--- config.mk ---
export PLATFORM = sky130hd
export DESIGN_NAME = connection_deadline_table
export DESIGN_NICKNAME = d
export VERILOG_FILES = /design/src/design/cdt_pkg.sv /design/src/design/connection_deadline_table.sv /design/src/design/cdt_alu.sv /design/src/design/cdt_seq.sv
export SDC_FILE = /design/constraint.sdc
export NUM_CORES = 2
export LEC_CHECK = 0
export BUFFER_PORTS_ARGS = -buffer_cell sky130_fd_sc_hd__clkbuf_2
export CAP_MARGIN = 15
export CORE_MARGIN = 8
export CORE_UTILIZATION = 60
export DETAILED_ROUTE_END_ITERATION = 10
export GPL_TIMING_DRIVEN = 1
export PLACE_DENSITY = 0.77
export SLEW_MARGIN = 20
export SYNTH_ARGS = -nofsm -noshare
export SYNTH_HDL_FRONTEND = slang
export SYNTH_SLANG_ARGS = --single-unit
--- constraint.sdc ---
create_clock -name clk -period 7.7 [get_ports clk]
set_input_delay 1.155 -clock clk [delete_from_list [all_inputs] [get_ports clk]]
set_output_delay 1.155 -clock clk [all_outputs]
set_load 0.01 [all_outputs]
--- src/design/cdt_pkg.sv ---
`timescale 1ns / 1ps
`default_nettype none

package cdt_pkg;

  // Field widths of the command and result words.
  localparam int CMD_W   = 3;
  localparam int HDL_W   = 16;
  localparam int TIME_W  = 32;
  localparam int POS_W   = 6;
  localparam int STAT_W  = 3;
  localparam int TMO_W   = 32;

  // Most entries one sweep may remove.
  localparam int MAX_RESULTS = 32;
  localparam int NRES_W      = $clog2(MAX_RESULTS + 1);

  // Seconds to milliseconds, and the product width of that scaling.
  localparam int MS_PER_S = 1000;
  localparam int PROD_W   = TIME_W + 10;

  localparam logic signed [TMO_W-1:0] TIMEOUT_TOP = 32'sh7FFF_FFFF;
  localparam logic signed [TMO_W-1:0] TMO_EMPTY   = -32'sd1;

  // Command codes.
  localparam logic [CMD_W-1:0] CMD_ADD       = 3'd0;
  localparam logic [CMD_W-1:0] CMD_RM_HANDLE = 3'd1;
  localparam logic [CMD_W-1:0] CMD_NEAREST   = 3'd2;
  localparam logic [CMD_W-1:0] CMD_SWEEP     = 3'd3;
  localparam logic [CMD_W-1:0] CMD_RM_AT     = 3'd4;

  // Status codes.
  localparam logic [STAT_W-1:0] ST_OK        = 3'd0;
  localparam logic [STAT_W-1:0] ST_FULL      = 3'd1;
  localparam logic [STAT_W-1:0] ST_NOT_FOUND = 3'd2;
  localparam logic [STAT_W-1:0] ST_EMPTY     = 3'd3;
  localparam logic [STAT_W-1:0] ST_NONE_EXP  = 3'd4;

  typedef struct packed {
    logic [CMD_W-1:0]  command;
    logic [HDL_W-1:0]  handle;
    logic [TIME_W-1:0] deadline;
    logic [TIME_W-1:0] now;
    logic [POS_W-1:0]  position;
  } in_word_t;

  typedef struct packed {
    logic [STAT_W-1:0]        status;
    logic [HDL_W-1:0]         found_handle;
    logic [TIME_W-1:0]        found_deadline;
    logic signed [TMO_W-1:0]  wait_ms;
    logic                     last;
  } out_word_t;

  // One slot of the table.
  typedef struct packed {
    logic [HDL_W-1:0]  handle;
    logic [TIME_W-1:0] deadline;
  } entry_t;

  // Flags of the shared compare unit.
  typedef struct packed {
    logic lt;
    logic le;
  } alu_flags_t;

endpackage

`default_nettype wire

--- src/design/connection_deadline_table.sv ---
`timescale 1ns / 1ps
`default_nettype none

// Packed table of connection handles with deadlines in seconds.
// Input channel: in_valid / in_stall / in_word carries one command word
// (add, remove by handle, nearest timeout, sweep expired, remove at slot).
// Output channel: out_valid / out_stall / out_word carries result words;
// the final word of a command has last set. Only sweep gives several.
// One command is worked at a time; in_stall is high until it has queued
// its final word. Every walk goes through the single table read port,
// which visits one slot a cycle unless a sweep waits on the output.
// A finished word waits in the output register while the next command
// is accepted; a stalled receiver holds the sequencer at its next word.
// Reset empties the table at once (live count to zero); stored slots are
// not cleared because only live slots are ever read.
module connection_deadline_table #(
  parameter int CAPACITY = 32
) (
  input  wire logic               clk,
  input  wire logic               rst_n,
  input  wire logic               in_valid,
  output logic                    in_stall,
  input  wire cdt_pkg::in_word_t  in_word,
  output logic                    out_valid,
  input  wire logic               out_stall,
  output cdt_pkg::out_word_t      out_word
);

  localparam int CNT_W = $clog2(CAPACITY + 1);
  localparam int IDX_W = (CAPACITY > 1) ? $clog2(CAPACITY) : 1;

  logic                         mem_we;
  logic [IDX_W-1:0]             mem_waddr;
  cdt_pkg::entry_t              mem_wdata;
  logic                         mem_re;
  logic [IDX_W-1:0]             mem_raddr;
  cdt_pkg::entry_t              mem_rdata_r;
  logic [cdt_pkg::TIME_W-1:0]   alu_a;
  logic [cdt_pkg::TIME_W-1:0]   alu_b;
  cdt_pkg::alu_flags_t          alu_flags;
  logic [cdt_pkg::TIME_W-1:0]   alu_diff;

  cdt_pkg::entry_t              tbl_mem [0:CAPACITY-1];

  // Entry store: one write port, one registered read port.
  always_ff @(posedge clk) begin
    if (mem_we) begin
      tbl_mem[mem_waddr] <= mem_wdata;
    end
    if (mem_re) begin
      mem_rdata_r <= tbl_mem[mem_raddr];
    end
  end

  cdt_alu u_alu (
    .a     (alu_a),
    .b     (alu_b),
    .flags (alu_flags),
    .diff  (alu_diff)
  );

  cdt_seq #(
    .CAPACITY (CAPACITY),
    .CNT_W    (CNT_W),
    .IDX_W    (IDX_W)
  ) u_seq (
    .clk       (clk),
    .rst_n     (rst_n),
    .in_valid  (in_valid),
    .in_stall  (in_stall),
    .in_word   (in_word),
    .out_valid (out_valid),
    .out_stall (out_stall),
    .out_word  (out_word),
    .mem_we    (mem_we),
    .mem_waddr (mem_waddr),
    .mem_wdata (mem_wdata),
    .mem_re    (mem_re),
    .mem_raddr (mem_raddr),
    .mem_rdata (mem_rdata_r),
    .alu_a     (alu_a),
    .alu_b     (alu_b),
    .alu_flags (alu_flags),
    .alu_diff  (alu_diff)
  );

endmodule

`default_nettype wire

--- src/design/cdt_alu.sv ---
`timescale 1ns / 1ps
`default_nettype none

// Shared time comparator and subtractor: a against b, unsigned.
module cdt_alu (
  input  wire logic [cdt_pkg::TIME_W-1:0] a,
  input  wire logic [cdt_pkg::TIME_W-1:0] b,
  output cdt_pkg::alu_flags_t             flags,
  output logic [cdt_pkg::TIME_W-1:0]      diff
);

  logic [cdt_pkg::TIME_W:0] sub;

  // One wide subtract gives both the gap and the borrow.
  assign sub      = {1'b0, a} - {1'b0, b};
  assign diff     = sub[cdt_pkg::TIME_W-1:0];
  assign flags.lt = sub[cdt_pkg::TIME_W];
  assign flags.le = sub[cdt_pkg::TIME_W] | (a == b);

endmodule

`default_nettype wire

--- src/design/cdt_seq.sv ---
`timescale 1ns / 1ps
`default_nettype none

// Sequencer: decodes a command word, walks the table one slot a cycle (a sweep
// pauses while its word waits) through the memory read port and drives the shared compare unit.
module cdt_seq #(
  parameter int CAPACITY = 32,
  parameter int CNT_W    = $clog2(CAPACITY + 1),
  parameter int IDX_W    = (CAPACITY > 1) ? $clog2(CAPACITY) : 1
) (
  input  wire logic                         clk,
  input  wire logic                         rst_n,
  input  wire logic                         in_valid,
  output logic                              in_stall,
  input  wire cdt_pkg::in_word_t            in_word,
  output logic                              out_valid,
  input  wire logic                         out_stall,
  output cdt_pkg::out_word_t                out_word,
  output logic                              mem_we,
  output logic [IDX_W-1:0]                  mem_waddr,
  output cdt_pkg::entry_t                   mem_wdata,
  output logic                              mem_re,
  output logic [IDX_W-1:0]                  mem_raddr,
  input  wire cdt_pkg::entry_t              mem_rdata,
  output logic [cdt_pkg::TIME_W-1:0]        alu_a,
  output logic [cdt_pkg::TIME_W-1:0]        alu_b,
  input  wire cdt_pkg::alu_flags_t          alu_flags,
  input  wire logic [cdt_pkg::TIME_W-1:0]   alu_diff
);

  localparam int ST_W = 4;
  localparam logic [ST_W-1:0] S_IDLE   = 4'd0;
  localparam logic [ST_W-1:0] S_SRCH   = 4'd1;
  localparam logic [ST_W-1:0] S_FETCH  = 4'd2;
  localparam logic [ST_W-1:0] S_MOVE   = 4'd3;
  localparam logic [ST_W-1:0] S_MIN    = 4'd4;
  localparam logic [ST_W-1:0] S_CMPNOW = 4'd5;
  localparam logic [ST_W-1:0] S_MUL    = 4'd6;
  localparam logic [ST_W-1:0] S_SAT    = 4'd7;
  localparam logic [ST_W-1:0] S_SWP    = 4'd8;
  localparam logic [ST_W-1:0] S_SLAST  = 4'd9;
  localparam logic [ST_W-1:0] S_SFIN   = 4'd10;
  localparam logic [ST_W-1:0] S_EMIT   = 4'd11;

  logic [ST_W-1:0]                state_r, state_nxt;
  logic [ST_W-1:0]                ret_r, ret_nxt;
  logic [CNT_W-1:0]               count_r, count_nxt;
  logic [IDX_W-1:0]               idx_r, idx_nxt;
  logic [cdt_pkg::NRES_W-1:0]     n_r, n_nxt;
  logic                           pend_valid_r, pend_valid_nxt;
  cdt_pkg::entry_t                pend_r, pend_nxt;
  logic [cdt_pkg::TIME_W-1:0]     min_r, min_nxt;
  logic [cdt_pkg::TIME_W-1:0]     diff_r, diff_nxt;
  logic [cdt_pkg::PROD_W-1:0]     prod_r, prod_nxt;
  cdt_pkg::in_word_t              cmd_r, cmd_nxt;
  cdt_pkg::out_word_t             res_r, res_nxt;
  logic                           out_valid_r, out_valid_nxt;
  cdt_pkg::out_word_t             out_word_r, out_word_nxt;

  logic                           idx_is_last;
  logic [IDX_W-1:0]               last_idx;
  logic [IDX_W-1:0]               idx_inc;
  logic                           out_free;
  logic [ST_W-1:0]                swp_next;

  // Position helpers for the walk.
  assign idx_is_last = (CNT_W'(idx_r) == (count_r - CNT_W'(1)));
  assign last_idx    = IDX_W'(count_r - CNT_W'(1));
  assign idx_inc     = idx_r + IDX_W'(1);
  assign out_free    = !out_valid_r || !out_stall;

  assign in_stall  = (state_r != S_IDLE);
  assign out_valid = out_valid_r;
  assign out_word  = out_word_r;

  // Operand selection for the shared compare unit.
  always_comb begin
    alu_a = mem_rdata.deadline;
    alu_b = cmd_r.now;
    unique case (state_r)
      S_MIN: begin
        alu_b = min_r;
      end
      S_CMPNOW: begin
        alu_a = min_r;
      end
      default: begin
        alu_a = mem_rdata.deadline;
      end
    endcase
  end

  // Next-state and datapath control.
  always_comb begin
    state_nxt      = state_r;
    ret_nxt        = ret_r;
    count_nxt      = count_r;
    idx_nxt        = idx_r;
    n_nxt          = n_r;
    pend_valid_nxt = pend_valid_r;
    pend_nxt       = pend_r;
    min_nxt        = min_r;
    diff_nxt       = diff_r;
    prod_nxt       = prod_r;
    cmd_nxt        = cmd_r;
    res_nxt        = res_r;
    out_valid_nxt  = out_valid_r && out_stall;
    out_word_nxt   = out_word_r;
    mem_we         = 1'b0;
    mem_waddr      = idx_r;
    mem_wdata      = mem_rdata;
    mem_re         = 1'b0;
    mem_raddr      = idx_inc;
    swp_next       = S_SFIN;

    unique case (state_r)
      S_IDLE: begin
        if (in_valid) begin
          cmd_nxt          = in_word;
          res_nxt          = '0;
          res_nxt.last     = 1'b1;
          ret_nxt          = S_IDLE;
          idx_nxt          = '0;
          state_nxt        = S_EMIT;
          mem_raddr        = '0;
          unique case (in_word.command)
            cdt_pkg::CMD_ADD: begin
              if (count_r >= CNT_W'(CAPACITY)) begin
                res_nxt.status = cdt_pkg::ST_FULL;
              end else begin
                mem_we             = 1'b1;
                mem_waddr          = IDX_W'(count_r);
                mem_wdata.handle   = in_word.handle;
                mem_wdata.deadline = in_word.deadline;
                count_nxt          = count_r + CNT_W'(1);
                res_nxt.status     = cdt_pkg::ST_OK;
              end
            end
            cdt_pkg::CMD_RM_HANDLE: begin
              if (count_r == '0) begin
                res_nxt.status = cdt_pkg::ST_NOT_FOUND;
              end else begin
                mem_re    = 1'b1;
                state_nxt = S_SRCH;
              end
            end
            cdt_pkg::CMD_NEAREST: begin
              if (count_r == '0) begin
                res_nxt.status  = cdt_pkg::ST_EMPTY;
                res_nxt.wait_ms = cdt_pkg::TMO_EMPTY;
              end else begin
                mem_re    = 1'b1;
                state_nxt = S_MIN;
              end
            end
            cdt_pkg::CMD_SWEEP: begin
              n_nxt          = '0;
              pend_valid_nxt = 1'b0;
              if (count_r == '0) begin
                res_nxt.status = cdt_pkg::ST_NONE_EXP;
              end else begin
                mem_re    = 1'b1;
                state_nxt = S_SWP;
              end
            end
            cdt_pkg::CMD_RM_AT: begin
              if ({1'b0, in_word.position} >=
                  (cdt_pkg::POS_W + 1)'(count_r)) begin
                res_nxt.status = cdt_pkg::ST_NOT_FOUND;
              end else begin
                idx_nxt   = IDX_W'(in_word.position);
                mem_re    = 1'b1;
                mem_raddr = IDX_W'(in_word.position);
                state_nxt = S_FETCH;
              end
            end
            default: begin
              res_nxt.status = cdt_pkg::ST_NOT_FOUND;
            end
          endcase
        end
      end

      // Linear search for the handle, one slot per cycle.
      S_SRCH: begin
        if (mem_rdata.handle == cmd_r.handle) begin
          res_nxt.status         = cdt_pkg::ST_OK;
          res_nxt.found_handle   = mem_rdata.handle;
          res_nxt.found_deadline = mem_rdata.deadline;
          mem_re                 = 1'b1;
          mem_raddr              = last_idx;
          state_nxt              = S_MOVE;
        end else if (idx_is_last) begin
          res_nxt.status = cdt_pkg::ST_NOT_FOUND;
          state_nxt      = S_EMIT;
        end else begin
          mem_re  = 1'b1;
          idx_nxt = idx_inc;
        end
      end

      S_FETCH: begin
        res_nxt.status         = cdt_pkg::ST_OK;
        res_nxt.found_handle   = mem_rdata.handle;
        res_nxt.found_deadline = mem_rdata.deadline;
        mem_re                 = 1'b1;
        mem_raddr              = last_idx;
        state_nxt              = S_MOVE;
      end

      // The last entry fills the freed slot.
      S_MOVE: begin
        mem_we    = 1'b1;
        count_nxt = count_r - CNT_W'(1);
        state_nxt = S_EMIT;
      end

      // Running minimum over all live deadlines.
      S_MIN: begin
        if (idx_r == '0 || alu_flags.lt) begin
          min_nxt = mem_rdata.deadline;
        end
        if (idx_is_last) begin
          state_nxt = S_CMPNOW;
        end else begin
          mem_re  = 1'b1;
          idx_nxt = idx_inc;
        end
      end

      S_CMPNOW: begin
        if (alu_flags.le) begin
          res_nxt.status  = cdt_pkg::ST_OK;
          res_nxt.wait_ms = '0;
          state_nxt       = S_EMIT;
        end else begin
          diff_nxt  = alu_diff;
          state_nxt = S_MUL;
        end
      end

      S_MUL: begin
        prod_nxt  = cdt_pkg::PROD_W'(diff_r) * cdt_pkg::PROD_W'(cdt_pkg::MS_PER_S);
        state_nxt = S_SAT;
      end

      // Clamp the millisecond gap to the largest positive value.
      S_SAT: begin
        res_nxt.status = cdt_pkg::ST_OK;
        if (|prod_r[cdt_pkg::PROD_W-1:cdt_pkg::TMO_W-1]) begin
          res_nxt.wait_ms = cdt_pkg::TIMEOUT_TOP;
        end else begin
          res_nxt.wait_ms = signed'(prod_r[cdt_pkg::TMO_W-1:0]);
        end
        state_nxt = S_EMIT;
      end

      // Sweep: an expired entry is held back one step so that the
      // final word can carry the last flag.
      S_SWP: begin
        if (alu_flags.le) begin
          n_nxt                  = n_r + cdt_pkg::NRES_W'(1);
          res_nxt.status         = cdt_pkg::ST_OK;
          res_nxt.found_handle   = pend_r.handle;
          res_nxt.found_deadline = pend_r.deadline;
          res_nxt.wait_ms        = '0;
          res_nxt.last           = 1'b0;
          pend_nxt               = mem_rdata;
          pend_valid_nxt         = 1'b1;
          if (idx_is_last) begin
            count_nxt = count_r - CNT_W'(1);
            swp_next  = S_SFIN;
          end else begin
            mem_re    = 1'b1;
            mem_raddr = last_idx;
            swp_next  = S_SLAST;
          end
          if (pend_valid_r) begin
            ret_nxt   = swp_next;
            state_nxt = S_EMIT;
          end else begin
            state_nxt = swp_next;
          end
        end else if (idx_is_last) begin
          state_nxt = S_SFIN;
        end else begin
          mem_re  = 1'b1;
          idx_nxt = idx_inc;
        end
      end

      // The last entry moves in and is checked again from the read data.
      S_SLAST: begin
        mem_we    = 1'b1;
        count_nxt = count_r - CNT_W'(1);
        if (n_r == cdt_pkg::NRES_W'(cdt_pkg::MAX_RESULTS)) begin
          state_nxt = S_SFIN;
        end else begin
          state_nxt = S_SWP;
        end
      end

      S_SFIN: begin
        res_nxt      = '0;
        res_nxt.last = 1'b1;
        if (pend_valid_r) begin
          res_nxt.status         = cdt_pkg::ST_OK;
          res_nxt.found_handle   = pend_r.handle;
          res_nxt.found_deadline = pend_r.deadline;
        end else begin
          res_nxt.status = cdt_pkg::ST_NONE_EXP;
        end
        ret_nxt   = S_IDLE;
        state_nxt = S_EMIT;
      end

      // Hand the pending word to the output register.
      S_EMIT: begin
        if (out_free) begin
          out_valid_nxt = 1'b1;
          out_word_nxt  = res_r;
          state_nxt     = ret_r;
        end
      end

      default: begin
        state_nxt = S_IDLE;
      end
    endcase
  end

  // Control registers.
  always_ff @(posedge clk) begin
    if (!rst_n) begin
      state_r      <= S_IDLE;
      ret_r        <= S_IDLE;
      count_r      <= '0;
      n_r          <= '0;
      pend_valid_r <= 1'b0;
      out_valid_r  <= 1'b0;
    end else begin
      state_r      <= state_nxt;
      ret_r        <= ret_nxt;
      count_r      <= count_nxt;
      n_r          <= n_nxt;
      pend_valid_r <= pend_valid_nxt;
      out_valid_r  <= out_valid_nxt;
    end
  end

  // Payload registers.
  always_ff @(posedge clk) begin
    idx_r      <= idx_nxt;
    pend_r     <= pend_nxt;
    min_r      <= min_nxt;
    diff_r     <= diff_nxt;
    prod_r     <= prod_nxt;
    cmd_r      <= cmd_nxt;
    res_r      <= res_nxt;
    out_word_r <= out_word_nxt;
  end

  // The live count never passes the table size.
  a_count_bound: assert property (@(posedge clk) disable iff (!rst_n)
    count_r <= CNT_W'(CAPACITY))
    else $error("live count above capacity");

  // The live count moves by at most one entry per cycle.
  a_count_step: assert property (@(posedge clk) disable iff (!rst_n)
    $past(rst_n) && (count_r != $past(count_r)) |->
      (count_r == $past(count_r) + CNT_W'(1)) ||
      (count_r == $past(count_r) - CNT_W'(1)))
    else $error("live count jumped");

  // A word that is not final can only come from a sweep.
  a_nonlast_sweep: assert property (@(posedge clk) disable iff (!rst_n)
    out_valid_r && !out_word_r.last |-> cmd_r.command == cdt_pkg::CMD_SWEEP)
    else $error("non-final word outside a sweep");

  // A sweep never removes more than its limit.
  a_sweep_limit: assert property (@(posedge clk) disable iff (!rst_n)
    n_r <= cdt_pkg::NRES_W'(cdt_pkg::MAX_RESULTS))
    else $error("sweep removal count above limit");

endmodule

`default_nettype wire

# --- Word-level counts from Yosys, hierarchy flattened ---
# Memory sizes are Yosys's and may differ from the RTL's. A register that Yosys moved wholly into a read port is not among the register bits.
# Index checks and enable logic that the tools add are counted.
word_totals:
  regBits: 394
  ram_bits: 1536
  output_inout_bits: 86
  wordCells: 200
  memories: 1
memory_table:
  columns: ["name", "words", "width", "read_ports", "rd_ports_with_merged_regs", "wr", "line", "source"]
  rows:
  - ["tbl_mem", 32, 48, 1, 1, 1, "connection_deadline_table.sv:43", "cdt_pkg::entry_t tbl_mem [0:CAPACITY-1];"]
classes:
  addsub: 5
  mul: 1
  order_cmp: 2
  n_eq_ne: 34
  mux: 94
  bitwise_logic: 2
  n_reduce_logical: 37
ops:
  columns: ["cell", "count"]
  rows:
  - ["2-to-1 mux 48 bit", 6]
  - ["case mux 48 bit (5 select lines)", 1]
  - ["2-to-1 mux 32 bit", 6]
  - ["2-to-1 mux 84 bit", 2]
  - ["case mux 32 bit (5 select lines)", 1]
  - ["2-to-1 mux 5 bit", 14]
  - ["2-to-1 mux 4 bit", 14]
  - ["2-to-1 mux 6 bit", 8]
  - ["case mux 4 bit (10 select lines)", 1]
  - ["case mux 5 bit (4 select lines)", 2]
  - ["multiplier 32 x 7 -> 39 bit, second input constant", 1]
  - ["subtractor 32 x 32 -> 33 bit", 1]
  - ["== test 32 bit", 1]
  - ["AND reduction 4 bit", 5]
  - ["case mux 3 bit (6 select lines)", 1]
  - ["case mux 6 bit (3 select lines)", 1]
  - ["== test 16 bit", 1]
  - ["== test 4 x 3 -> 1 bit, second input constant", 4]
  - ["== test 4 bit, second input constant", 4]
  - ["2-to-1 mux 1 bit", 16]
  - ["!= test 2 bit, second input constant", 8]
  - ["case mux 4 bit (4 select lines)", 1]
  - ["2-to-1 mux 3 bit", 5]
  - ["case mux 3 bit (5 select lines)", 1]
  - ["42 further kinds", 70]

# --- Longest topological paths before layout ---
logic_depth:
  depth_word: 7
  depth_mapped: 23
  mapped_depth_nobuf: 18

# --- Hierarchy ---
# Synthesis repeated with hierarchy kept, for this count alone.
hier_totals:
  cells_unflattened: 5262
  area_unflattened_um2: 84324.6
modules_own_cells:
  columns: ["module", "n_inst", "cells_per_inst", "area_each_um2", "seq_area_each_um2"]
  rows:
  - ["connection_deadline_table", 1, 3364, 61205.0, 47565.6]
  - ["cdt_seq", 1, 1595, 21132.8, 11471.0]
  - ["cdt_alu", 1, 303, 1986.9, 0.0]

# --- Least setup slack after synthesis ---
# Ideal clock, no wire load.
synth_timing:
  kind: "input -> register"
  start: "input port in_valid"
  end: "memory tbl_mem[20][0] (netlist name), enable pin"
  arrival_time_ns: 5.611
  required_ns: 7.246
  path_slack_ns: 1.635
  cell_stages: 7
  n_path_buf: 1
  path_cell_list: "nand2_1 -> clkinv_1 -> nand2_1 -> clkbuf_1 -> a31oi_1 -> or2_2 -> nor2_1"
synth_between:
  elab_chain_cells: 4
  elab_cells_between_ends: 6
  classes_between: "6 x mux"
synth_rtl:
  columns: ["item", "line", "source"]
  rows:
  - ["start, declared", "connection_deadline_table.sv:21", "input wire logic in_valid,"]
  - ["2-to-1 mux 1 bit", "cdt_seq.sv:118", "if (in_valid) begin"]
  - ["case mux 1 bit (2 select lines)", "cdt_seq.sv:116", "unique case (state_r)"]
  - ["2-to-1 mux 1 bit", "connection_deadline_table.sv:47", "if (mem_we) begin"]
  - ["2-to-1 mux 1 bit (implied by the code)", "connection_deadline_table.sv:48", "tbl_mem[mem_waddr] <= mem_wdata;"]
  - ["end, declared", "connection_deadline_table.sv:43", null]
# Parallel ways exist; a longest one is shown, timed or not.

# --- Worst setup path after layout ---
layout_timing:
  start: "register u_seq.state_r[1]"
  end: "register mem_rdata_r[9] (netlist name)"
layout_between:
  elab_chain_cells: 6
  elab_cells_between_ends: 15
  classes_between: "1 x add/sub; 6 x eq/ne; 5 x mux; 1 x bitwise; 2 x reduce/logical"
layout_rtl:
  columns: ["item", "line", "source"]
  rows:
  - ["start, declared", "cdt_seq.sv:45", "logic [ST_W-1:0] state_r, state_nxt;"]
  - ["start signal, assigned", "cdt_seq.sv:342", "state_r <= state_nxt;"]
  - ["== test 4 x 3 -> 1 bit, on equally long branches", "cdt_seq.sv:80, cdt_seq.sv:116", null]
  - ["2-to-1 mux 32 bit", "cdt_seq.sv:80", "unique case (state_r)"]
  - ["subtractor 32 x 32 -> 33 bit or == test 32 bit (tied branches)", "cdt_alu.sv:15, cdt_alu.sv:18", null]
  - ["bitwise OR 1 bit", "cdt_alu.sv:18", "assign flags.le = sub[cdt_pkg::TIME_W] | (a == b);"]
  - ["2-to-1 mux 5 bit", "cdt_seq.sv:261", "if (alu_flags.le) begin"]
  - ["case mux 5 bit (4 select lines)", "cdt_seq.sv:116", null]
# Parallel ways exist; a longest one is shown, timed or not.
# A chain may end at the register's enable or synchronous reset.

==> run metrics <==
H-Tree Depth 4; Crit Path Class reg -> reg; RSZ-0062 raised after global routing false; Tot GR Track Use between 20 and 30%; Design Area, Final between 0.09 and 0.1 mm²; power per cell area between 400 and 500 mW/mm²; initial antenna violation count 10; full die area ~0.15 mm²; layout cell share with drive strength beyond 1 between 10% and 20%; commonest non-fill, non-tap cell in the layout edfxtp_1; Clock Sinks 1973; GRT overflow 0; number of global-route vias before repair roughly 52000; worst min path class reg -> reg; Hold Crit Endpoint u_seq.out_word[73]; Worst Path Required ~8.3 ns; Syn Nets 6513; input/output buffers 178; cts repair resizes 0; sw frac 41.0%; Critical R2R Launch u_seq.state_r[1]; nets about 6700; Max-slew headroom 24.7%; Register-to-Register Path Depth 20; maxcap violations 0; kind of end point of the critical path register; first-pass GRT wire length between 300 and 400 mm; vias per cell approximately 6.4; CTS max path bufs 3; Antenna Violating Nets Remaining 0; R2R Path End mem_rdata_r[9]; Mapped Avg Cell Area ~14 µm²; status finished clean; internal power 0.0250 W; Cell variety after synth between 80 and 90; Final Slew Violations 0; drt first pass iters 6; Starting Density 60.2%; Startpoint Class register; Leakage around 33 nW; Clock transition at path regs 0.06 ns; Hold-fix buffers, CTS 0; drt wl/cell about 27 µm; fin crit share 87.4%; worst-path fanout max 32; commonest non-fill, non-tap cells in the layout edfxtp_1, nand2_1, nand3_1; Top FF cell, synth edfxtp_1; RePlAce Congestion a little over 0.9; crit path DAT between 7 and 8 ns; FP Rows roughly 140; Syn. warnings 0; Post-synth EDFFs 1952; actual slew at the worst max-slew pin 1.13 ns; Core ar. between 0.1 and 0.15 mm²; Area Overhead vs Synth 11.4%; Clk pwr share between 20% and 30%; total wire length around 220 mm; die width a little under 400 µm; Placed Instance Area between 0.08 and 0.09 mm²; dpl ws approximately 1.2 ns; Fin Setup TNS 0 ns; synthesized flop and latch total just under 2000; largest net degree at the start of global routing 131; Final Hold Fails 0; fmax around 0.15 GHz; Psw approximately 0.017 W; combinational power share 42.9%; I/O pin count about 180; CTS root buf clkbuf_16; R2R setup slack slightly below 1 ns; skew final roughly 0.036 ns; CTS tree built; initial DRC count roughly 7000; gate count of the mapped netlist between 6000 and 7000; setup bufs post-CTS 0; hold path start u_seq.res_r[73]; vias between 50000 and 60000; Final setup viols 0; cts bufs inserted about 190; post-synthesis sequential area ratio between 70% and 80%; Hold Path Depth 0; Die Span Y around 400 µm; worst-skew pair later-pin latency ~0.83 ns; post-DP HPWL 130 mm; maximum vdd drop 0.000618 V; fin crit period roughly 6.7 ns; Cell Area, Synth 0.0836 mm²; DRC viols 0; final worst slack between 0.9 and 1 ns; share of power burned in registers between 30 and 40%; FFs w/ async S/R, synth 0%
==> through the flow <==
stage                     total power, W  hold WS [ns]  std cells  util [%]
after floorplan                   0.0272         0.400       6171         -
after global placement            0.0327         0.401       7960      62.7
after detailed placement          0.0332         0.405       7962      62.7
after CTS                         0.0422         0.413       8307      67.0
after global routing              0.0443         0.420       8310      67.1
final                             0.0424         0.411       8311      67.1
==> flip-flops by register name, indices dropped and copies added, names as in the netlist, 3 cells and up <==
name,cells
u_seq.prod_r,39
tbl_mem,1536
u_seq.diff_r,32
u_seq.pend_r,48
u_seq.n_r,6
u_seq.count_r,6
u_seq.idx_r,5
mem_rdata_r,48
u_seq.state_r,4
u_seq.out_word,82
u_seq.cmd_r,48
u_seq.res_r,82
u_seq.ret_r,3
u_seq.min_r,32
==> routing by layer <==
metal  global-route usage, %  vias to the layer above  wire (µm)
li1                        -                    23084          -
met1                    36.8                    26256      80300
met2                    46.7                     3187     106000
met3                    5.92                      667      23300
met4                    13.6                        2      11700
met5                       0                        -         13
==> cells by family (layout without fill, tap and decap cells) <==
group	count (synthesis)	count (layout)	synth area share [%]
DFF	1973	1973	70.6
adders and majority gates	249	249	4.80
muxes	115	115	1.50
and+or+nand+nor	2503	2503	13.7
AOI/OAI and AO/OA	691	691	5.66
buffers and inverters	552	882	2.78
xor gates and xnor gates	88	88	0.939
other	0	3	0
==> worst max-delay path, cell delays in order (launching register included) <==
cell and delay (ns):
dfxtp_1 0.32, buf_4 0.21, inv_1 0.15, nand2_1 0.16, nor2_1 0.42, buf_4 0.25, mux2_2 0.34, ha_1 0.38
nand3_1 0.18, a211oi_1 0.69, o21ai_0 0.29, a21o_1 0.25, a21oi_1 0.62, nor2_2 0.23, o221ai_4 0.41, buf_4 0.43
nor4_4 0.07, buf_4 0.42, nand3_1 0.16, nand4_1 0.16, nor4_1 0.33
==> Yosys cell counts, types with 31 or more instances <==
library cell  number  area share [%]
a31oi_1           54            0.40
a211oi_1         157             1.4
inv_1            213            0.96
fa_1             119             2.9
a21oi_1           96            0.57
nand4_1          103            0.77
nor4_2            35            0.52
nand3_1          560             3.4
o21ai_0          154            0.92
ha_1             130             1.9
and3_1           153             1.1
nand2_1         1258             5.7
edfxtp_1        1952              70
a22o_1            48            0.50
nor3_1            31            0.19
o2111ai_1         50            0.52
nor2_1           257             1.2
mux2_2            80             1.1
buf_2            137            0.82
xor2_1            36            0.38
clkbuf_1         172            0.77
xnor2_1           51            0.53
mux2i_1           35            0.42
==> power groups by stage <==
| stage | sequential [W] | clock [W] | combinational [W] |
|---|---|---|---|
| global placement | 0.0154 | 0 | 0.0173 |
| CTS | 0.0152 | 0.00909 | 0.0180 |
| floorplan | 0.0151 | 0 | 0.0121 |
| finish | 0.0152 | 0.00903 | 0.0182 |
| detailed placement | 0.0154 | 0 | 0.0178 |
| global route | 0.0152 | 0.00949 | 0.0196 |
==> cell type report <==
| cell class | count | area (µm²) |
|---|---|---|
| diodes | 3 | 7.51 |
| fillers | 9178 | 45700 |
| clock buffers | 236 | 4950 |
| clock inverters | 109 | 1030 |
| repair buffers | 320 | 2350 |
| flip-flops and latches | 1973 | 59000 |
| multi-input cells | 3646 | 22700 |
| well taps | 1807 | 2260 |
| inverters | 217 | 816 |
==> how the worst max path moves through the flow <==
stage,endpoint,startpoint,cells past startpoint
floorplan,tbl_mem[20][0],in_valid,7
global placement,mem_rdata_r[2],u_seq.state_r[1],19
detailed placement,mem_rdata_r[13],u_seq.state_r[1],19
CTS,mem_rdata_r[13],u_seq.state_r[1],19
global route,mem_rdata_r[15],u_seq.state_r[1],19
finish,mem_rdata_r[9],u_seq.state_r[1],20
No activity file was read; power rests on OpenSTA's default activity.
